===== src/hw/rtl/ccpt_mul.sv =====
// Pipelined signed multiplier built from four half-width partial products.
module ccpt_mul #(
   parameter int A_W   = 17,
   parameter int B_W   = 17,
   parameter int TAG_W = 1
) (
   input  logic                    clock,
   input  logic                    reset,
   input  logic                    in_valid,
   input  logic signed [A_W-1:0]   in_a,
   input  logic signed [B_W-1:0]   in_b,
   input  logic [TAG_W-1:0]        in_tag,
   output logic                    out_valid,
   output logic signed [A_W+B_W-1:0] out_p,
   output logic [TAG_W-1:0]        out_tag
);

   localparam int HA  = (A_W + 1) / 2;
   localparam int HB  = (B_W + 1) / 2;
   localparam int P_W = A_W + B_W;

   logic [A_W-1:0] mag_a_in, mag_a_ff;
   logic [B_W-1:0] mag_b_in, mag_b_ff;
   logic           neg1_ff, neg2_ff, neg3_in;
   logic [2:0]     v_ff;
   logic [TAG_W-1:0] tag1_ff, tag2_ff, tag3_ff;

   logic [HA+HB-1:0]                 pp_ll_ff;
   logic [HA+(B_W-HB)-1:0]           pp_lh_ff;
   logic [(A_W-HA)+HB-1:0]           pp_hl_ff;
   logic [(A_W-HA)+(B_W-HB)-1:0]     pp_hh_ff;
   logic [P_W-1:0]                   sum_in;
   logic signed [P_W-1:0]            p_in, p_ff;

   assign mag_a_in = in_a[A_W-1] ? (~in_a + 1'b1) : in_a;
   assign mag_b_in = in_b[B_W-1] ? (~in_b + 1'b1) : in_b;

   assign sum_in = (P_W'(pp_hh_ff) << (HA + HB)) + (P_W'(pp_hl_ff) << HA)
                 + (P_W'(pp_lh_ff) << HB) + P_W'(pp_ll_ff);
   assign neg3_in = neg2_ff;
   assign p_in    = neg3_in ? (~sum_in + 1'b1) : sum_in;

   always_ff @(posedge clock) begin
      if (reset) begin
         v_ff <= '0;
      end else begin
         v_ff <= {v_ff[1:0], in_valid};
      end
   end

   always_ff @(posedge clock) begin
      mag_a_ff <= mag_a_in;
      mag_b_ff <= mag_b_in;
      neg1_ff  <= in_a[A_W-1] ^ in_b[B_W-1];
      tag1_ff  <= in_tag;
      pp_ll_ff <= mag_a_ff[HA-1:0] * mag_b_ff[HB-1:0];
      pp_lh_ff <= mag_a_ff[HA-1:0] * mag_b_ff[B_W-1:HB];
      pp_hl_ff <= mag_a_ff[A_W-1:HA] * mag_b_ff[HB-1:0];
      pp_hh_ff <= mag_a_ff[A_W-1:HA] * mag_b_ff[B_W-1:HB];
      neg2_ff  <= neg1_ff;
      tag2_ff  <= tag1_ff;
      p_ff     <= p_in;
      tag3_ff  <= tag2_ff;
   end

   assign out_valid = v_ff[2];
   assign out_p     = p_ff;
   assign out_tag   = tag3_ff;

endmodule


===== config.mk =====
export PLATFORM = sky130hd
export DESIGN_NAME = ccpt_mul
export DESIGN_NICKNAME = d
export VERILOG_FILES = /design/src/hw/rtl/ccpt_mul.sv
export SDC_FILE = /design/constraint.sdc
export NUM_CORES = 1
export LEC_CHECK = 0
export ABC_AREA = 1
export BUFFER_PORTS_ARGS = -buffer_cell sky130_fd_sc_hd__buf_4
export CAP_MARGIN = 5
export CORE_MARGIN = 5
export CORE_UTILIZATION = 69
export DETAILED_ROUTE_END_ITERATION = 7
export MAX_ROUTING_LAYER = met4
export PLACE_DENSITY = 0.9
export REMOVE_ABC_BUFFERS = 1
export SYNTH_ARGS = -nofsm -noshare
export SYNTH_HDL_FRONTEND = slang
export SYNTH_SLANG_ARGS = --single-unit

===== constraint.sdc =====
create_clock -name clock -period 8.2 [get_ports clock]
set_input_delay 0.41 -clock clock [delete_from_list [all_inputs] [get_ports clock]]
set_output_delay 0.41 -clock clock [all_outputs]
set_load 0.005 [all_outputs]

==> Implementation_results.wiki, run 1 <==
{| class="wikitable"
! Metric !! Value
|-
| Required time of the worst setup path || 8.56 ns
|-
| Period Utilization, post-route || 61.79%
|-
| Total half-perimeter wirelength after legalization and detailed placement || 30,060 um
|-
| Final ANT Viol Nets || 0
|-
| DRC violation count after routing || 0
|-
| Combinational family with the most area after synthesis || adder cells
|-
| Layout cell share with drive strength beyond 1 || 7.021%
|-
| Routed length on met1 || 15,450 um
|-
| Number of slew-limit violations in the final report || 0
|-
| Post-route minimum period || 5.067 ns
|-
| Clock sinks || 144
|-
| Headroom to the max-slew limit || 40.38%
|-
| Met3 Wirelength || 2689 um
|-
| Number of antenna violations at the first check in global routing || 0
|-
| Diodes inserted || 0
|-
| Final WL || 37,940 um
|-
| Number of cell instances on the worst register-to-register path || 18
|-
| Highest clock frequency the design can meet || 197.3 MHz
|-
| DR WL/cell || 14.93 um
|-
| Peak fanout along the critical path || 17
|-
| Total iterations of the first detailed-routing run || 7
|-
| Total length of routed met2 wires || 18,390 um
|-
| Share of synthesized area occupied by flip-flops and latches || 17.80%
|-
| Filler Cell Count || 1,740
|-
| Violation count after the first detailed-route iteration || 1,047
|-
| Hold buffers post-CTS || 0
|-
| Max H-tree Level || 4
|-
| Num ports || 74
|-
| Max stage delay on crit path || 0.83 ns
|-
| Area of all placed cells without fillers || 17,450 um^2
|-
| Fraction of the mapped netlist area in adder cells || 36.21%
|-
| Number of placement rows || 56
|-
| CTS root buffer || sky130_fd_sc_hd__clkbuf_16
|-
| Clk pin slew, worst setup/hold paths || 0.07 ns
|-
| Number of buffer and inverter stages on the critical path || 4
|-
| Synth Warn # || 0
|-
| Status || finished, final reports clean
|-
| RSZ-0062 raised after global routing || no
|-
| Most area-hungry cell type in the Yosys netlist || sky130_fd_sc_hd__fa_1
|-
| Pin count of the biggest net entering global routing || 31
|-
| Net count reported at finish || 2,603
|-
| Crit path arrival time || 5.42 ns
|-
| Proportion of synthesized area in mux cells || 0%
|-
| Worst Tran Pin Value || 0.8931 ns
|-
| Cells along the critical path || nand2_1, fa_1, fa_1, inv_1, fa_1, inv_1, fa_1, inv_1, ha_1, a21oi_1, o21ai_0, a21oi_1, o21ai_0, nand2_1, inv_1, or2_2, a21oi_1, xnor2_1
|-
| Number of failing hold endpoints at the final stage || 0
|-
| Via count of the first global-routing pass || 14.18k
|-
| Worst Path Class, Setup || register to register
|-
| Post-CTS setup repair buffer count || 0
|-
| Global-route total usage across every layer || 30.83%
|-
| Post-synthesis xor/xnor area fraction || 5.840%
|-
| Post-route non-filler standard cell count || 2,541
|-
| Layout overhead on the synthesized area || 7.732%
|-
| Category of the worst setup path capture point || register
|-
| Final hold slack || 0.07988 ns
|-
| Leftover overflow at the end of global routing || 0
|-
| Min-Delay Startpoint || in_tag
|-
| Start of the worst register-to-register path || mag_b_ff[13]
|-
| Flip-flop and latch count after synthesis || 144
|-
| Worst path top cell family by delay || adder cells
|-
| Classification of the worst-slack hold path || input pin to register
|-
| Inst Count DP || 2,509
|-
| Clock buffers created by TritonCTS || 17
|-
| Number of distinct library cells after synthesis || 37
|-
| Number of gates resized after CTS || 0
|-
| Synthesized cell area || 16,200 um^2
|-
| Finish-stage setup viols || 0
|-
| Final-layout setup total negative slack || 0 ns
|-
| Slowest cell on the critical path || sky130_fd_sc_hd__dfxtp_1
|-
| CTS tree || yes
|-
| Reg2reg setup slack || 3.13 ns
|-
| Die Outline Area || 26,640 um^2
|-
| Highest signal layer in the routed design || met4
|-
| Top cells by area, synth || sky130_fd_sc_hd__fa_1 (23%), sky130_fd_sc_hd__dfxtp_1 (18%), sky130_fd_sc_hd__inv_1 (13%), sky130_fd_sc_hd__ha_1 (13%), sky130_fd_sc_hd__nand2_1 (13%)
|-
| Placed cell area || 16,850 um^2
|-
| Worst setup startpoint || mag_b_ff[13]
|-
| Horiz. Die Dim || 163.2 um
|-
| Clock Tree Buf Depth || 2
|-
| Global-route wire length before repair || 64,450 um
|-
| Startpoint type of the worst setup path || register
|-
| Count of input and output buffers || 73
|-
| Area share of the largest cell type after synthesis || 23.23%
|-
| Post-DR vias/cell || 5.294
|-
| Clk_lat worst skew || 0.43 ns
|-
| Setup skew after layout || 0.009523 ns
|-
| Cell depth of the worst hold path || 1
|-
| Post-synthesis compound-gate area fraction || 4.071%
|-
| Fraction of the mapped netlist area in simple logic gates || 20.69%
|-
| Vias || 13.45k
|-
| Cell count after synthesis || 2,190
|-
| Worst reg2reg path endpoint || pp_hh_ff[14]
|-
| Initial Utilization || 69.63%
|-
| DIE HEIGHT || 163.2 um
|-
| Post-Syn Area per Cell || 7.396 um^2
|-
| Max-cap violation count || 0
|-
| Floorplan core area || 23,260 um^2
|-
| Last weighted congestion value of the routability-driven placer || 0.9031
|-
| Destination of the worst hold path || tag1_ff
|}
layout by cell type, fill, tap and decap left out, types with 4 or more instances in the layout:
cell / Yosys / layout
sky130_fd_sc_hd__nand4_1: 14 / 14
sky130_fd_sc_hd__nand2_2: 18 / 18
sky130_fd_sc_hd__o31ai_1: 6 / 6
sky130_fd_sc_hd__buf_4: 0 / 74
sky130_fd_sc_hd__xor2_1: 84 / 84
sky130_fd_sc_hd__a31oi_1: 4 / 4
sky130_fd_sc_hd__inv_2: 5 / 5
sky130_fd_sc_hd__clkbuf_16: 0 / 17
sky130_fd_sc_hd__nand3_1: 71 / 71
sky130_fd_sc_hd__fa_1: 188 / 188
sky130_fd_sc_hd__nand3b_1: 6 / 6
sky130_fd_sc_hd__xnor2_1: 24 / 24
sky130_fd_sc_hd__inv_6: 0 / 5
sky130_fd_sc_hd__o21ai_0: 30 / 30
sky130_fd_sc_hd__nor2_2: 9 / 9
sky130_fd_sc_hd__ha_1: 168 / 168
sky130_fd_sc_hd__inv_1: 579 / 579
sky130_fd_sc_hd__dfxtp_1: 144 / 144
sky130_fd_sc_hd__nor2_1: 94 / 94
sky130_fd_sc_hd__nor4_1: 4 / 4
sky130_fd_sc_hd__a21oi_1: 65 / 65
sky130_fd_sc_hd__nor3_1: 17 / 17
sky130_fd_sc_hd__nand3_2: 8 / 8
sky130_fd_sc_hd__nand2_1: 559 / 559
Yosys cell counts:
cell,instances
sky130_fd_sc_hd__inv_2,5
sky130_fd_sc_hd__a21oi_2,2
sky130_fd_sc_hd__or2_2,1
sky130_fd_sc_hd__nor2_4,1
sky130_fd_sc_hd__nor4_1,4
sky130_fd_sc_hd__a211oi_1,1
sky130_fd_sc_hd__and2_1,1
sky130_fd_sc_hd__buf_6,3
sky130_fd_sc_hd__a31oi_1,4
sky130_fd_sc_hd__ha_1,168
sky130_fd_sc_hd__xor2_1,84
sky130_fd_sc_hd__o21ai_1,1
sky130_fd_sc_hd__fa_1,188
sky130_fd_sc_hd__inv_1,579
sky130_fd_sc_hd__nor2_1,94
sky130_fd_sc_hd__or2_4,1
sky130_fd_sc_hd__o31ai_1,6
sky130_fd_sc_hd__nand2_2,18
sky130_fd_sc_hd__nor3_2,1
sky130_fd_sc_hd__o2111ai_1,2
sky130_fd_sc_hd__nand2_4,1
sky130_fd_sc_hd__nor3_1,17
sky130_fd_sc_hd__nor2_2,9
sky130_fd_sc_hd__nand4_1,14
sky130_fd_sc_hd__o21ai_2,2
sky130_fd_sc_hd__o221ai_1,2
sky130_fd_sc_hd__nand3_1,71
sky130_fd_sc_hd__xnor2_1,24
sky130_fd_sc_hd__nand3_2,8
sky130_fd_sc_hd__clkbuf_1,71
sky130_fd_sc_hd__o21ai_0,30
sky130_fd_sc_hd__a21oi_4,1
sky130_fd_sc_hd__nand2_1,559
sky130_fd_sc_hd__nand3b_1,6
sky130_fd_sc_hd__a21oi_1,65
sky130_fd_sc_hd__dfxtp_1,144
sky130_fd_sc_hd__a21o_1,2
stage by stage:
step | setup WS [ns] | utilization [%]
detailed placement | 3.206 | 72.45
global placement | 3.385 | 72.45
floorplan | 3.734 | -
CTS | 3.159 | 75.02
global route | 2.897 | 75.02
finish | 3.133 | 75.02
cell type report:
cell class / count / area (um^2) / share of cell area [%]
flip-flops and latches: 144 / 2883 / 16.52
multi-input cells: 1388 / 10820 / 62.02
repair buffers: 74 / 555.5 / 3.183
clock inverters: 15 / 172.7 / 0.9895
well taps: 319 / 399.1 / 2.287
clock buffers: 17 / 425.4 / 2.438
inverters: 584 / 2192 / 12.56
sequential cells by signal, summed over array words and instances, names as in the netlist:
register and count:
tag2_ff 1, neg1_ff 1, out_p 34, pp_ll_ff 18, tag1_ff 1, pp_hl_ff 17, pp_hh_ff 16, out_tag 1
mag_a_ff 17, pp_lh_ff 17, neg2_ff 1, v_ff 3, mag_b_ff 17
cells by family after synthesis:
group | count (synthesis)
simple gates | 806
compound gates | 118
flops | 144
fa+ha+maj | 356
xor+xnor | 108
buf+inv | 658
per-layer routing:
layer	vias to the layer above	GRT usage [%]
met5	-	-
li1	6442	-
met4	0	12.05
met3	109	4.492
met1	6357	36.64
met2	545	53.15
worst max-delay path by stage:
stage / cells after the start / to / slack, ns
2_1_floorplan: 18 / pp_hh_ff[14] / 3.73
3_3_place_gp: 18 / pp_hh_ff[14] / 3.39
3_5_place_dp: 18 / pp_hh_ff[14] / 3.21
4_1_cts: 18 / pp_hh_ff[14] / 3.16
5_1_grt: 18 / pp_hh_ff[14] / 2.90
6_report: 18 / pp_hh_ff[14] / 3.13
Power of run 1 is not shown: default switching activity piles up to over one toggle a cycle in this logic, so the estimate is an artifact.
==> inputs of run 2 (changes only) <==
--- a/config.mk
+++ b/config.mk
@@ -9,10 +9,10 @@
 export BUFFER_PORTS_ARGS = -buffer_cell sky130_fd_sc_hd__buf_4
 export CAP_MARGIN = 5
 export CORE_MARGIN = 5
-export CORE_UTILIZATION = 69
+export CORE_UTILIZATION = 58
 export DETAILED_ROUTE_END_ITERATION = 7
 export MAX_ROUTING_LAYER = met4
-export PLACE_DENSITY = 0.9
+export PLACE_DENSITY = 0.81
 export REMOVE_ABC_BUFFERS = 1
 export SYNTH_ARGS = -nofsm -noshare
 export SYNTH_HDL_FRONTEND = slang
==> constraint.sdc (replaced) <==
create_clock -name clock -period 4.3 [get_ports clock]
set_input_delay 0.215 -clock clock [delete_from_list [all_inputs] [get_ports clock]]
set_output_delay 0.215 -clock clock [all_outputs]
set_load 0.005 [all_outputs]
==> Implementation_results.wiki, run 2 (synthesis gave the netlist of run 1 again) <==
{| class="wikitable"
! Metric !! Value
|-
| Vias || 13.77k (+2.4%)
|-
| Post-DR vias/cell || 5.042 (-4.8%)
|-
| Finish-stage setup viols || 0 (unchanged)
|-
| Last weighted congestion value of the routability-driven placer || 0.9184 (+1.7%)
|-
| Count of input and output buffers || 73 (unchanged)
|-
| Number of cell instances on the worst register-to-register path || 17 (-1)
|-
| Total length of routed met2 wires || 19,420 um (+5.6%)
|-
| Required time of the worst setup path || 4.67 ns (-3.89 ns)
|-
| Startpoint type of the worst setup path || register
|-
| Clock Tree Buf Depth || 2 (unchanged)
|-
| Clk_lat worst skew || 0.44 ns (about the same)
|-
| Classification of the worst-slack hold path || input pin to register
|-
| Worst setup startpoint || mag_a_ff[2]
|-
| Leftover overflow at the end of global routing || 0 (unchanged)
|-
| Number of antenna violations at the first check in global routing || 0 (unchanged)
|-
| Met3 Wirelength || 2471 um (-8.1%)
|-
| Post-route minimum period || 4.199 ns (-0.8677 ns)
|-
| Crit path arrival time || 4.57 ns (-0.85 ns)
|-
| Setup skew after layout || 0.009863 ns (+0.0003402 ns)
|-
| Global-route wire length before repair || 65,340 um (+1.4%)
|-
| Cells along the critical path || buf_4, buf_4, nand2_1, inv_1, fa_1, fa_1, inv_1, fa_1, fa_1, inv_1, ha_1, a21oi_1, o21ai_0, nor2_1, o21ai_2, a31oi_1, xor2_1
|-
| Final WL || 39,490 um (+4.1%)
|-
| Diodes inserted || 0 (unchanged)
|-
| Highest signal layer in the routed design || met4
|-
| Leading cell types in the layout, fill and taps excluded || sky130_fd_sc_hd__inv_1 (573), sky130_fd_sc_hd__nand2_1 (550), sky130_fd_sc_hd__fa_1 (186)
|-
| Num ports || 74 (unchanged)
|-
| Post-route non-filler standard cell count || 2,732 (+7.5%)
|-
| Pin count of the biggest net entering global routing || 31 (unchanged)
|-
| Worst reg2reg path endpoint || pp_lh_ff[13]
|-
| Horiz. Die Dim || 177.1 um (+8.5%)
|-
| DIE HEIGHT || 177.1 um (+8.5%)
|-
| Max reg flops || 34 (unchanged)
|-
| Total iterations of the first detailed-routing run || 8 (+1)
|-
| Highest clock frequency the design can meet || 238.1 MHz (+21%)
|-
| Layout cell share with drive strength beyond 1 || 15.08% (+8.1 points)
|-
| Initial Utilization || 58.47% (-11 points)
|-
| Period Utilization, post-route || 97.66% (+36 points)
|-
| DRC violation count after routing || 0 (unchanged)
|-
| Number of failing hold endpoints at the final stage || 0 (unchanged)
|-
| Category of the worst setup path capture point || register
|-
| Post-route worst setup slack || 0.1005 ns (-3.032 ns)
|-
| Inst Count DP || 2,673 (+6.5%)
|-
| Max-cap violation count || 0 (unchanged)
|-
| Worst setup path endpoint || pp_lh_ff[13]
|-
| Filler Cell Count || 2,227 (+28%)
|-
| Number of buffer and inverter stages on the critical path || 5 (+1)
|-
| Dominant cell type by count on the critical path || sky130_fd_sc_hd__fa_1
|-
| Worst-case setup slack after placement || -0.1224 ns (-3.329 ns)
|-
| Leading cell type in the layout, fill and taps excluded || sky130_fd_sc_hd__inv_1
|-
| DR WL/cell || 14.45 um (-3.2%)
|-
| Worst Tran Pin Value || 1.089 ns (+0.1960 ns)
|-
| Net count reported at finish || 2,735 (+5.1%)
|-
| Worst Path Class, Setup || register to register
|-
| Final ANT Viol Nets || 0 (unchanged)
|-
| Start of the worst register-to-register path || mag_a_ff[2]
|-
| Reg2reg setup slack || 0.10 ns (-3.03 ns)
|-
| Slowest cell on the critical path || sky130_fd_sc_hd__fa_1
|-
| Layout overhead on the synthesized area || 17.91%
|-
| CTS root buffer || sky130_fd_sc_hd__clkbuf_16
|-
| Number of placement rows || 61 (+8.9%)
|-
| CTS tree || yes
|-
| Max H-tree Level || 4 (unchanged)
|-
| Headroom to the max-slew limit || 27.29% (-13 points)
|-
| Violation count after the first detailed-route iteration || 860 (-18%)
|-
| Total half-perimeter wirelength after legalization and detailed placement || 31,960 um (+6.3%)
|-
| Via count of the first global-routing pass || 14.38k (+1.4%)
|-
| Die Outline Area || 31,370 um^2 (+18%)
|-
| Instance count on the critical path || 17 (-1)
|-
| Final hold slack || 0.01037 ns (-0.06951 ns)
|-
| Floorplan core area || 27,710 um^2 (+19%)
|-
| Clk pin slew, worst setup/hold paths || 0.07 ns (about the same)
|-
| Global-route total usage across every layer || 26.31% (-4.5 points)
|-
| Peak fanout along the critical path || 7 (-10)
|-
| Status || finished, final reports clean
|-
| Routed length on met1 || 16,290 um (+5.4%)
|-
| Worst path top cell family by delay || adder cells
|-
| Max stage delay on crit path || 0.56 ns (-0.27 ns)
|-
| Number of slew-limit violations in the final report || 0 (unchanged)
|-
| Clock buffers created by TritonCTS || 17 (unchanged)
|-
| Clock sinks || 144 (unchanged)
|}
run 2: changes by cell type in the layout (fill, tap and decap cells not counted), moves of 14 or more:
cell and delta:
sky130_fd_sc_hd__dfxtp_1 -27, sky130_fd_sc_hd__dlygate4sd3_1 +23, sky130_fd_sc_hd__a21oi_2 +18, sky130_fd_sc_hd__dfxtp_2 +18
sky130_fd_sc_hd__ha_4 +14, sky130_fd_sc_hd__ha_1 -16, sky130_fd_sc_hd__a21oi_1 -20, sky130_fd_sc_hd__buf_4 +93
run 2: how the worst min path moves through the flow:
stage                       end  cells after the start  slack, ns  startpoint
floorplan           mag_a_ff[0]                      0       0.24     in_a[0]
global placement        tag2_ff                      0       0.32     tag1_ff
detailed placement      tag2_ff                      0       0.31     tag1_ff
CTS                     v_ff[0]                      3      0.003    in_valid
global route            v_ff[0]                      3      0.001    in_valid
finish                  v_ff[0]                      3       0.01    in_valid
run 2: cell type report:
| cell class | count | area (um^2) | share of cell area, % |
|---|---|---|---|
| Inverter | 584 | 2192 | 11.48 |
| Clock buffer | 17 | 425.4 | 2.227 |
| Tap cell | 378 | 473.0 | 2.476 |
| Timing Repair Buffer | 206 | 1718 | 8.995 |
| Clock inverter | 15 | 167.7 | 0.8779 |
| Multi-Input combinational cell | 1388 | 11180 | 58.56 |
| Sequential cell | 144 | 2939 | 15.39 |
run 2: routing by layer:
layer	vias up	track usage, %
li1	6702	-
met4	0	8.349
met3	108	4.102
met5	-	-
met2	493	45.18
met1	6471	31.99
run 2: repair_timing:
action	in CTS	in global routing
pin swaps	3	32
endpoints found under the hold margin	25	0
setup buffers	0	4
hold buffers	23	0
setup endpoints to repair	5	24
gates resized for setup	22	110
run 2: per-stage QoR:
| stage | util (%) | instance area [um^2] | TNS, ns |
|---|---|---|---|
| 2_1_floorplan | - | 15900 | -0.1663 |
| 3_3_place_gp | 64.12 | 17760 | -0.02144 |
| 3_5_place_dp | 64.12 | 17760 | -0.3357 |
| 4_1_cts | 67.27 | 18640 | -0.009122 |
| 5_1_grt | 68.93 | 19100 | -0.2236 |
| 6_report | 68.93 | 19100 | 0 |
run 2: worst register-to-register path: stages, from the launching register on:
cell and delay [ns]:
sky130_fd_sc_hd__dfxtp_2 0.34, sky130_fd_sc_hd__buf_4 0.16, sky130_fd_sc_hd__buf_4 0.17, sky130_fd_sc_hd__nand2_1 0.06
sky130_fd_sc_hd__inv_1 0.05, sky130_fd_sc_hd__fa_1 0.42, sky130_fd_sc_hd__fa_1 0.56, sky130_fd_sc_hd__inv_1 0.06
sky130_fd_sc_hd__fa_1 0.48, sky130_fd_sc_hd__fa_1 0.55, sky130_fd_sc_hd__inv_1 0.05, sky130_fd_sc_hd__ha_1 0.34
sky130_fd_sc_hd__a21oi_1 0.21, sky130_fd_sc_hd__o21ai_0 0.09, sky130_fd_sc_hd__nor2_1 0.18, sky130_fd_sc_hd__o21ai_2 0.10
sky130_fd_sc_hd__a31oi_1 0.18, sky130_fd_sc_hd__xor2_1 0.15
Power of run 2 is left out for the same reason.
==> inputs of run 3 (changes only) <==
--- a/config.mk
+++ b/config.mk
@@ -9,10 +9,10 @@
 export BUFFER_PORTS_ARGS = -buffer_cell sky130_fd_sc_hd__buf_4
 export CAP_MARGIN = 5
 export CORE_MARGIN = 5
-export CORE_UTILIZATION = 58
+export CORE_UTILIZATION = 40
 export DETAILED_ROUTE_END_ITERATION = 7
 export MAX_ROUTING_LAYER = met4
-export PLACE_DENSITY = 0.81
+export PLACE_DENSITY = 0.6
 export REMOVE_ABC_BUFFERS = 1
 export SYNTH_ARGS = -nofsm -noshare
 export SYNTH_HDL_FRONTEND = slang
==> Implementation_results.wiki, run 3 (synthesis gave the netlist of run 1 again) <==
{| class="wikitable"
! Metric !! Value
|-
| Status || finished, violations left
|-
| Failing checks || hold timing
|-
| Area of all placed cells without fillers || 19,340 um^2 (+1.3%)
|-
| Net count reported at finish || 2,757 (+0.80%)
|-
| Final hold slack || -0.003153 ns (-0.01352 ns)
|-
| Layout overhead on the synthesized area || 19.42%
|-
| Worst Path Class, Setup || register to register
|-
| Global-route wire length before repair || 67,300 um (+3.0%)
|-
| Final-layout setup total negative slack || 0 ns (unchanged)
|-
| Clk pin slew, worst setup/hold paths || 0.06 ns (about the same)
|-
| Leading cell type in the layout, fill and taps excluded || sky130_fd_sc_hd__inv_1
|-
| Max H-tree Level || 4 (unchanged)
|-
| Final WL || 39,880 um (+1.0%)
|-
| Initial Utilization || 40.58% (-18 points)
|-
| Leading cell types in the layout, fill and taps excluded || sky130_fd_sc_hd__inv_1 (576), sky130_fd_sc_hd__nand2_1 (556), sky130_fd_sc_hd__fa_1 (187), sky130_fd_sc_hd__buf_4 (187), sky130_fd_sc_hd__ha_1 (155)
|-
| Count of input and output buffers || 73 (unchanged)
|-
| DIE HEIGHT || 211.2 um (+19%)
|-
| Leftover overflow at the end of global routing || 0 (unchanged)
|-
| DRC violation count after routing || 0 (unchanged)
|-
| Num ports || 74 (unchanged)
|-
| Die Outline Area || 44,620 um^2 (+42%)
|-
| Clock sinks || 144 (unchanged)
|-
| Post-route minimum period || 4.154 ns (-0.04572 ns)
|-
| Crit path arrival time || 4.52 ns (-0.05 ns)
|-
| Total half-perimeter wirelength after legalization and detailed placement || 33,520 um (+4.9%)
|-
| Clock buffers created by TritonCTS || 17 (unchanged)
|-
| Pin count of the biggest net entering global routing || 31 (unchanged)
|-
| Floorplan core area || 39,910 um^2 (+44%)
|-
| Layout cell share with drive strength beyond 1 || 15.11% (+0.029 points)
|-
| Headroom to the max-slew limit || 60.54% (+33 points)
|-
| Violation count after the first detailed-route iteration || 734 (-15%)
|-
| CTS root buffer || sky130_fd_sc_hd__clkbuf_16
|-
| Post-route non-filler standard cell count || 2,901 (+6.2%)
|-
| Vias || 13.22k (-4.1%)
|-
| RSZ-0062 raised after global routing || yes
|-
| Via count of the first global-routing pass || 13.54k (-5.8%)
|-
| DR WL/cell || 13.75 um (-4.9%)
|-
| Inst Count DP || 2,835 (+6.1%)
|-
| Required time of the worst setup path || 4.67 ns (about the same)
|-
| Finish-stage setup viols || 0 (unchanged)
|-
| Placed cell area || 18,060 um^2 (+1.7%)
|-
| Number of antenna violations at the first check in global routing || 0 (unchanged)
|-
| Period Utilization, post-route || 96.60% (-1.1 points)
|-
| Total iterations of the first detailed-routing run || 5 (-3)
|-
| Worst Tran Pin Value || 0.5874 ns (-0.5017 ns)
|-
| Final ANT Viol Nets || 0 (unchanged)
|-
| Highest clock frequency the design can meet || 240.7 MHz (+1.1%)
|-
| Diodes inserted || 0 (unchanged)
|-
| Horiz. Die Dim || 211.2 um (+19%)
|-
| CTS tree || yes
|-
| Startpoint type of the worst setup path || register
|-
| Classification of the worst-slack hold path || input pin to register
|-
| Max reg flops || 34 (unchanged)
|-
| Setup skew after layout || 0.01925 ns (+0.009390 ns)
|-
| Number of failing hold endpoints at the final stage || 1 (+1)
|-
| Category of the worst setup path capture point || register
|-
| Number of slew-limit violations in the final report || 0 (unchanged)
|-
| Peak fanout along the critical path || 4 (-3)
|-
| Number of placement rows || 73 (+20%)
|-
| Max-cap violation count || 0 (unchanged)
|-
| Post-DR vias/cell || 4.555 (-9.6%)
|-
| Clock Tree Buf Depth || 2 (unchanged)
|-
| Last weighted congestion value of the routability-driven placer || 0.8747 (-4.8%)
|-
| Clk_lat worst skew || 0.46 ns (+0.02 ns)
|-
| Global-route total usage across every layer || 19.29% (-7.0 points)
|}
==> run 3: cell count changes in the layout (fill, tap and decap cells not counted), moves of 4 or more <==
cell / change
sky130_fd_sc_hd__buf_6: +5
sky130_fd_sc_hd__buf_4: +20
sky130_fd_sc_hd__inv_8: -4
sky130_fd_sc_hd__nand2_1: +6
sky130_fd_sc_hd__buf_8: -4
sky130_fd_sc_hd__nand2_2: -5
==> run 3: critical path, stage by stage, from the launching register on <==
cell                      delay [ns]
sky130_fd_sc_hd__dfxtp_2        0.32
sky130_fd_sc_hd__buf_4          0.15
sky130_fd_sc_hd__buf_4          0.15
sky130_fd_sc_hd__nand2_1        0.06
sky130_fd_sc_hd__inv_1          0.06
sky130_fd_sc_hd__fa_2           0.36
sky130_fd_sc_hd__fa_1           0.54
sky130_fd_sc_hd__inv_1          0.05
sky130_fd_sc_hd__fa_1           0.47
sky130_fd_sc_hd__fa_1           0.44
sky130_fd_sc_hd__inv_1          0.11
sky130_fd_sc_hd__ha_4           0.23
sky130_fd_sc_hd__a21oi_4        0.17
sky130_fd_sc_hd__o21ai_1        0.10
sky130_fd_sc_hd__a21oi_2        0.16
sky130_fd_sc_hd__o21ai_2        0.07
sky130_fd_sc_hd__nand2_1        0.05
sky130_fd_sc_hd__inv_1          0.05
sky130_fd_sc_hd__or2_2          0.28
sky130_fd_sc_hd__a21oi_2        0.15
sky130_fd_sc_hd__xnor2_1        0.13
==> run 3: final timing paths <==
| path | startpoint | endpoint | slack, ns | cells after the start |
|---|---|---|---|---|
| worst max-delay path | mag_a_ff[11] | pp_hh_ff[14] | 0.15 | 20 |
| worst min-delay path | in_a[11] | mag_a_ff[11] | -0.003 | 2 |
| worst max register to register | mag_a_ff[11] | pp_hh_ff[14] | 0.15 | 20 |
| worst min register to register | tag1_ff | tag2_ff | 0.33 | 0 |
==> run 3: per-layer routing <==
layer	wire length, um	global-route usage [%]	vias up
met5	0	-	-
met3	2029	2.956	54
li1	-	-	6749
met2	18210	30.56	286
met4	735	4.762	0
met1	18910	26.09	6126
==> run 3: layout make-up <==
class                      count  area [um^2]
tap                          525        656.9
clock inverter                13        123.9
timing repair buffer         228         1874
multi-input combinational   1388        11110
sequential                   144         2942
clock buffer                  19        442.9
fill                        3957        20570
inverter                     584         2192
==> run 3: repair_timing <==
| action | 4_1_cts | 5_1_grt |
|---|---|---|
| endpoints found under the setup margin | 6 | 26 |
| setup buffers | 0 | 10 |
| hold endpoints to repair | 25 | 0 |
| pin swaps | 0 | 27 |
| hold buffers | 24 | 0 |
| resized for setup | 12 | 100 |
| cloned | 0 | 0 |
==> run 3: stage by stage <==
stage                     hold WS [ns]  setup slack [ns]  util [%]
after CTS                    0.0003144         0.0009397     47.35
after global placement          0.3173          -0.01438     45.25
final                        -0.003153            0.1462     48.46
after detailed placement        0.3184          -0.08590     45.25
after global routing          0.007500           -0.1222     48.46
after floorplan                 0.2427           -0.1663         -
Power of run 3 is left out for the same reason.
